[src/sv/accel_tilt_with_norm_gate_macros.svh]
// Assertion macros shared by the tilt block.
`ifndef ACCEL_TILT_WITH_NORM_GATE_MACROS_SVH
`define ACCEL_TILT_WITH_NORM_GATE_MACROS_SVH

// Same-cycle implication, disabled while reset is asserted
`define ATN_ASSERT_NOW(label, ante, cons, msg) \
    label: assert property (@(posedge i_clk) disable iff (!i_rst_n) (ante) |-> (cons)) \
        else $error(msg);

// Next-cycle implication, disabled while reset is asserted
`define ATN_ASSERT_NEXT(label, ante, cons, msg) \
    label: assert property (@(posedge i_clk) disable iff (!i_rst_n) (ante) |=> (cons)) \
        else $error(msg);

`endif

[src/sv/atn_pkg.sv]
package atn_pkg;

    localparam int SAMPLE_BITS  = 16;
    localparam int ANGLE_BITS   = 16;
    localparam int CFG_BITS     = 16;
    localparam int ACC_BITS     = 32;
    localparam int CORDIC_STEPS = 32;
    localparam int SCALE_SHIFT  = 30;
    // radicand holds x^2+y^2+z^2, root is half as wide
    localparam int RAD_BITS     = 2 * SAMPLE_BITS + 2;
    localparam int ROOT_BITS    = RAD_BITS / 2;
    // scaled operand plus CORDIC growth and sign
    localparam int CORD_BITS    = SAMPLE_BITS + SCALE_SHIFT + 4;

    localparam logic [CFG_BITS-1:0] GRAVITY_RST = 16'd16384;
    localparam logic [CFG_BITS-1:0] TOL_RST     = 16'd3342;

    // register indexes
    localparam logic REG_GRAVITY = 1'b0;
    localparam logic REG_TOL     = 1'b1;

    localparam logic [ACC_BITS-1:0] QUARTER_TURN = 32'h4000_0000;

    // arctan(2^-i), 2^32 counts per turn
    localparam logic [ACC_BITS-1:0] ATAN_TAB [CORDIC_STEPS] = '{
        32'h20000000, 32'h12E4051E, 32'h09FB385B, 32'h051111D4, 32'h028B0D43,
        32'h0145D7E1, 32'h00A2F61E, 32'h00517C55, 32'h0028BE53, 32'h00145F2F,
        32'h000A2F98, 32'h000517CC, 32'h00028BE6, 32'h000145F3, 32'h0000A2FA,
        32'h0000517D, 32'h000028BE, 32'h0000145F, 32'h00000A30, 32'h00000518,
        32'h0000028C, 32'h00000146, 32'h000000A3, 32'h00000051, 32'h00000029,
        32'h00000014, 32'h0000000A, 32'h00000005, 32'h00000003, 32'h00000001,
        32'h00000001, 32'h00000000
    };

    typedef struct packed {
        logic signed [SAMPLE_BITS-1:0] accel_x;
        logic signed [SAMPLE_BITS-1:0] accel_y;
        logic signed [SAMPLE_BITS-1:0] accel_z;
    } t_accel_in;

    typedef struct packed {
        logic signed [ANGLE_BITS-1:0] roll_angle;
        logic signed [ANGLE_BITS-1:0] pitch_angle;
        logic                         trusted;
    } t_tilt_out;

    // one square-root lane: remaining radicand bits, partial remainder, root
    typedef struct packed {
        logic [RAD_BITS-1:0]    rad;
        logic [ROOT_BITS+1:0]   rem;
        logic [ROOT_BITS-1:0]   root;
    } t_sqrt_lane;

    // one CORDIC lane
    typedef struct packed {
        logic signed [CORD_BITS-1:0] xv;
        logic signed [CORD_BITS-1:0] yv;
        logic [ACC_BITS-1:0]         acc;
        logic                        zero;
    } t_cord_lane;

endpackage

[src/sv/atn_sqrt_cell.sv]
// One digit of a restoring square root, for the norm lane and the y-z lane.
module atn_sqrt_cell (
    input  logic                                i_clk,
    input  logic                                i_rst_n,
    input  logic                                i_en,
    input  logic                                i_vld,
    input  atn_pkg::t_sqrt_lane [1:0]           i_lane,
    input  atn_pkg::t_accel_in                  i_side,
    output logic                                o_vld,
    output atn_pkg::t_sqrt_lane [1:0]           o_lane,
    output atn_pkg::t_accel_in                  o_side
);

    logic                       r_vld;
    atn_pkg::t_sqrt_lane [1:0]  r_lane, n_lane;
    atn_pkg::t_accel_in         r_side;

    function automatic atn_pkg::t_sqrt_lane step(atn_pkg::t_sqrt_lane l);
        logic [atn_pkg::ROOT_BITS+3:0] cur;
        logic [atn_pkg::ROOT_BITS+3:0] trial;
        logic [atn_pkg::ROOT_BITS+3:0] diff;
        atn_pkg::t_sqrt_lane           res;
        cur   = {l.rem, l.rad[atn_pkg::RAD_BITS-1 -: 2]};
        trial = {2'b00, l.root, 2'b01};
        diff  = cur - trial;
        res.rad = {l.rad[atn_pkg::RAD_BITS-3:0], 2'b00};
        if (cur >= trial) begin
            res.rem  = diff[atn_pkg::ROOT_BITS+1:0];
            res.root = {l.root[atn_pkg::ROOT_BITS-2:0], 1'b1};
        end else begin
            res.rem  = cur[atn_pkg::ROOT_BITS+1:0];
            res.root = {l.root[atn_pkg::ROOT_BITS-2:0], 1'b0};
        end
        return res;
    endfunction

    always_comb begin
        for (int k = 0; k < 2; k++) begin
            n_lane[k] = step(i_lane[k]);
        end
    end

    always_ff @(posedge i_clk) begin
        if (!i_rst_n) begin
            r_vld <= 1'b0;
        end else if (i_en) begin
            r_vld <= i_vld;
        end
    end

    always_ff @(posedge i_clk) begin
        if (i_en) begin
            r_lane <= n_lane;
            r_side <= i_side;
        end
    end

    assign o_vld  = r_vld;
    assign o_lane = r_lane;
    assign o_side = r_side;

endmodule

[config.mk]
export PLATFORM = sky130hd
export DESIGN_NAME = atn_sqrt_cell
export DESIGN_NICKNAME = d
export VERILOG_FILES = /design/src/sv/accel_tilt_with_norm_gate_macros.svh /design/src/sv/atn_pkg.sv /design/src/sv/atn_sqrt_cell.sv
export SDC_FILE = /design/constraint.sdc
export NUM_CORES = 1
export LEC_CHECK = 0
export BUFFER_PORTS_ARGS = -buffer_cell sky130_fd_sc_hd__buf_4
export CORE_AREA = 4 4 169 122
export DETAILED_ROUTE_END_ITERATION = 10
export DIE_AREA = 0 0 173 126
export PLACE_DENSITY = 0.76
export SLEW_MARGIN = 10
export SYNTH_ARGS = -nofsm -noshare
export SYNTH_HDL_FRONTEND = slang
export SYNTH_SLANG_ARGS = --single-unit
[constraint.sdc]
create_clock -name i_clk -period 5.8 [get_ports i_clk]
set_input_delay 0.58 -clock i_clk [delete_from_list [all_inputs] [get_ports i_clk]]
set_output_delay 0.58 -clock i_clk [all_outputs]
set_load 0.05 [all_outputs]
==> flow_summary_export.csv <==
group,metric,value,unit
outcome,status,"finished clean",
power_and_ir_drop,swShare,0.340,
drt,firstDrtPassIters,5,
setup_path,cpMaxStageDelayCell,"o2111ai_2",
yosys,yosysTopAreaCellShare,0.658,
yosys,netlist_top_cells_count,"edfxtp_1 (184), inv_1 (52), a21oi_1 (44), nor2_1 (41), ha_1 (38)",
drt,drc,0,
timing,fin_skew,0,ns
timing,rsz0062_at_grt,"no",
yosys,synthArstFlopShare,0,
drt,dr_wl_met2,11.7,mm
power_and_ir_drop,ir_drop,0.205,mV
timing,tns,0,ns
setup_path,cp.arrival,3.18,ns
power_and_ir_drop,pwr-share-clk,0.285,
setup_path,critical_path_class,"in -> reg",
cts,cts_tree,"built",
finish,final_cells,1256,
setup_path,slowest_delay,0.56,ns
finish,antenna_cells,0,
yosys,yosysMostFrequentCell,"edfxtp_1",
timing,slew_headroom,0.265,
flow_run,drv_cap,0,
drt,vias,6564,
placement,placed_area,0.0114,mm^2
global_routing,track_usage,0.219,
floorplan,core-area,0.0188,mm^2
timing,finalSetupViolations,0,
setup_path,crit_chain,"buf_4 > inv_1 > ha_1 > a2111oi_0 > o21a_1 > o21ai_2 > o2111ai_2 > and2_4 > mux2_1",
placement,finalWeightedCongestion,0.923,
power_and_ir_drop,power,3.87,mW
yosys,ys_seq_elements,185,
drt,top_layer_used,"met4",
timing,drv_slew,0,
floorplan,die_w,173,um
cts,htreeDepth,4,
global_routing,antenna_found_initial,0,
yosys,syn_area,0.00840,mm^2
global_routing,grt_pass1_vias,6255,
power_and_ir_drop,pwr-share-comb,0.286,
yosys,synth_warnings,0,
worst_hold_path,hold_path.class,"in -> reg",
drt,drtIter0Drc,526,
cts,clk_pin_slew,0.08,ns
yosys,synth_area_leaders,"edfxtp_1 (66%), ha_1 (5.7%), a21oi_1 (2.6%)",
floorplan,die_h,126,um
cts,cts_root_buf,"clkbuf_16",
yosys,synth_area_per_cell,13.5,um^2
timing,layout_setup_ws,2.80,ns
global_routing,grt_overflow,0,
yosys,synth.distinct_cells,64,
timing,finalHoldViolations,0,
placement,place_ws,2.40,ns
global_routing,grt_pass1_wl,37.0,mm
drt,viasPerCell,5.23,
yosys,postSynthCellCount,620,
cts,cts.repair.resized,0,
yosys,synthFlopType,"edfxtp_1",
drt,wl_per_cell,19.7,um
cts,ctsHoldBuffers,0,
finish,design_area,0.0120,mm^2
cts,cts_made_buffers,17,
setup_path,required,5.98,ns
drt,dr_wl_met3,1.95,mm
timing,period_minus_slack,3.00,ns
setup_path,startpoint_type,"input port",
power_and_ir_drop,p_sw,1.32,mW
setup_path,end_kind,"flip-flop",
timing,max_freq,0.333,GHz
drt,ant_nets,0,
setup_path,crit_fanout,20,
yosys,synth_edf_count,184,
cts,numClockSinks,185,
placement,hpwl,19.3,mm
yosys,ys_seq_area_frac,0.660,
floorplan,rows,42,
cts,clk_latency,0.42,ns
power_and_ir_drop,internal_power,2.55,mW
drt,drt-met1-wl,10.7,mm
timing,worstMarginPinSlew,1.07,ns
floorplan,initial_utilization,0.447,
power_and_ir_drop,p_leak,5.23,nW
cts,postCtsSetupBuffers,0,
global_routing,grt_max_degree,74,
floorplan,num_io_pins,381,
placement,place_inst,1225,
cts,clock_path_buffers,2,
power_and_ir_drop,power_density,323,mW/mm^2
power_and_ir_drop,seq_power_share,0.428,
placement,io_buffer_count,376,
drt,wirelength,24.8,mm
finish,final_layout_size_suffix_gt1_frac,0.418,
timing,finalCritPeriodShare,0.518,
finish,syn_to_final_growth,42.8,%
finish,nets,1232,
yosys,yosysTopAreaCell,"edfxtp_1",
floorplan,die_area,0.0218,mm^2
## worst max-delay path: cells and delay by family
kind / cells / cell delay (ns)
buffers and inverters: 2 / 0.13
adder cells (fa/ha/maj): 1 / 0.41
multiplexers: 1 / 0.35
AO/OA/AOI/OAI: 4 / 1.26
AND/OR/NAND/NOR: 1 / 0.43
## sequential cells by signal (all words and copies together), names as in the netlist
signal	count
o_vld	1
o_lane	136
o_side	48
## cell families after synthesis
group	Yosys count	share of synthesized area
buffers and inverters	71	0.0384
AND/OR/NAND/NOR	134	0.0792
adder cells (fa/ha/maj)	38	0.0566
XOR/XNOR	21	0.0219
flip-flops	185	0.660
other	1	0.000446
AO/OA/AOI/OAI	157	0.126
multiplexers	13	0.0168
## cell usage in the layout, fill, tap and decap left out, types with 4 or more instances in the layout
cell type	Yosys	layout
mux2_1	6	6
o21ai_0	25	25
inv_6	0	4
o21bai_1	6	6
clkbuf_16	0	17
a211o_1	4	4
nor3_1	14	14
xnor2_1	16	16
o211ai_1	7	7
a31oi_1	5	5
ha_1	38	38
inv_8	0	4
nand3_1	18	18
buf_4	7	378
xor2_1	5	5
nand2_1	22	22
nand4_1	5	5
or3_1	5	5
conb_1	1	4
a21oi_1	44	44
edfxtp_1	184	184
o31ai_1	9	9
nand2b_1	4	4
a211oi_1	5	5
inv_1	52	52
mux2i_1	4	4
o21a_1	11	11
and2_1	4	4
nor2b_1	5	5
a2111oi_0	5	5
nor2_1	41	41
a21o_1	13	13
## area by class of cell
| class | count | area (um^2) |
|---|---|---|
| flip-flops and latches | 185 | 5550 |
| fillers | 1446 | 6820 |
| inverters | 52 | 195 |
| well taps | 242 | 303 |
| clock inverters | 14 | 133 |
| repair buffers | 379 | 2850 |
| clock buffers | 17 | 425 |
| multi-input cells | 367 | 2540 |
## metal layers
metal / vias up / track usage
met2: 272 / 0.343
met5: - / 0
met1: 3153 / 0.301
met4: 0 / 0.0605
li1: 3112 / -
met3: 27 / 0.0665
## power by group through the flow
stage	clock (mW)	sequential (mW)	combinational [mW]
2_1_floorplan	0	2.13	0.259
3_3_place_gp	0	1.68	1.10
3_5_place_dp	0	1.69	1.10
4_1_cts	1.13	1.66	1.11
5_1_grt	1.19	1.67	1.16
6_report	1.10	1.66	1.11
## path summary, 6_finish.rpt
check / start / cells after the start / slack (ns) / endpoint
worst max-delay path: i_lane[4] / 9 / 2.80 / o_lane[29]
worst min-delay path: i_lane[40] / 1 / 0.32 / o_lane[42]
worst max register to register: o_vld / 2 / 5.20 / o_vld
worst min register to register: o_vld / 2 / 0.53 / o_vld
## through the flow
step | util | hold slack, ns
2_1_floorplan | - | 0.679
3_3_place_gp | 0.608 | 0.508
3_5_place_dp | 0.608 | 0.521
4_1_cts | 0.638 | 0.302
5_1_grt | 0.638 | 0.291
6_report | 0.638 | 0.321
(Power assumes the default switching activity.)
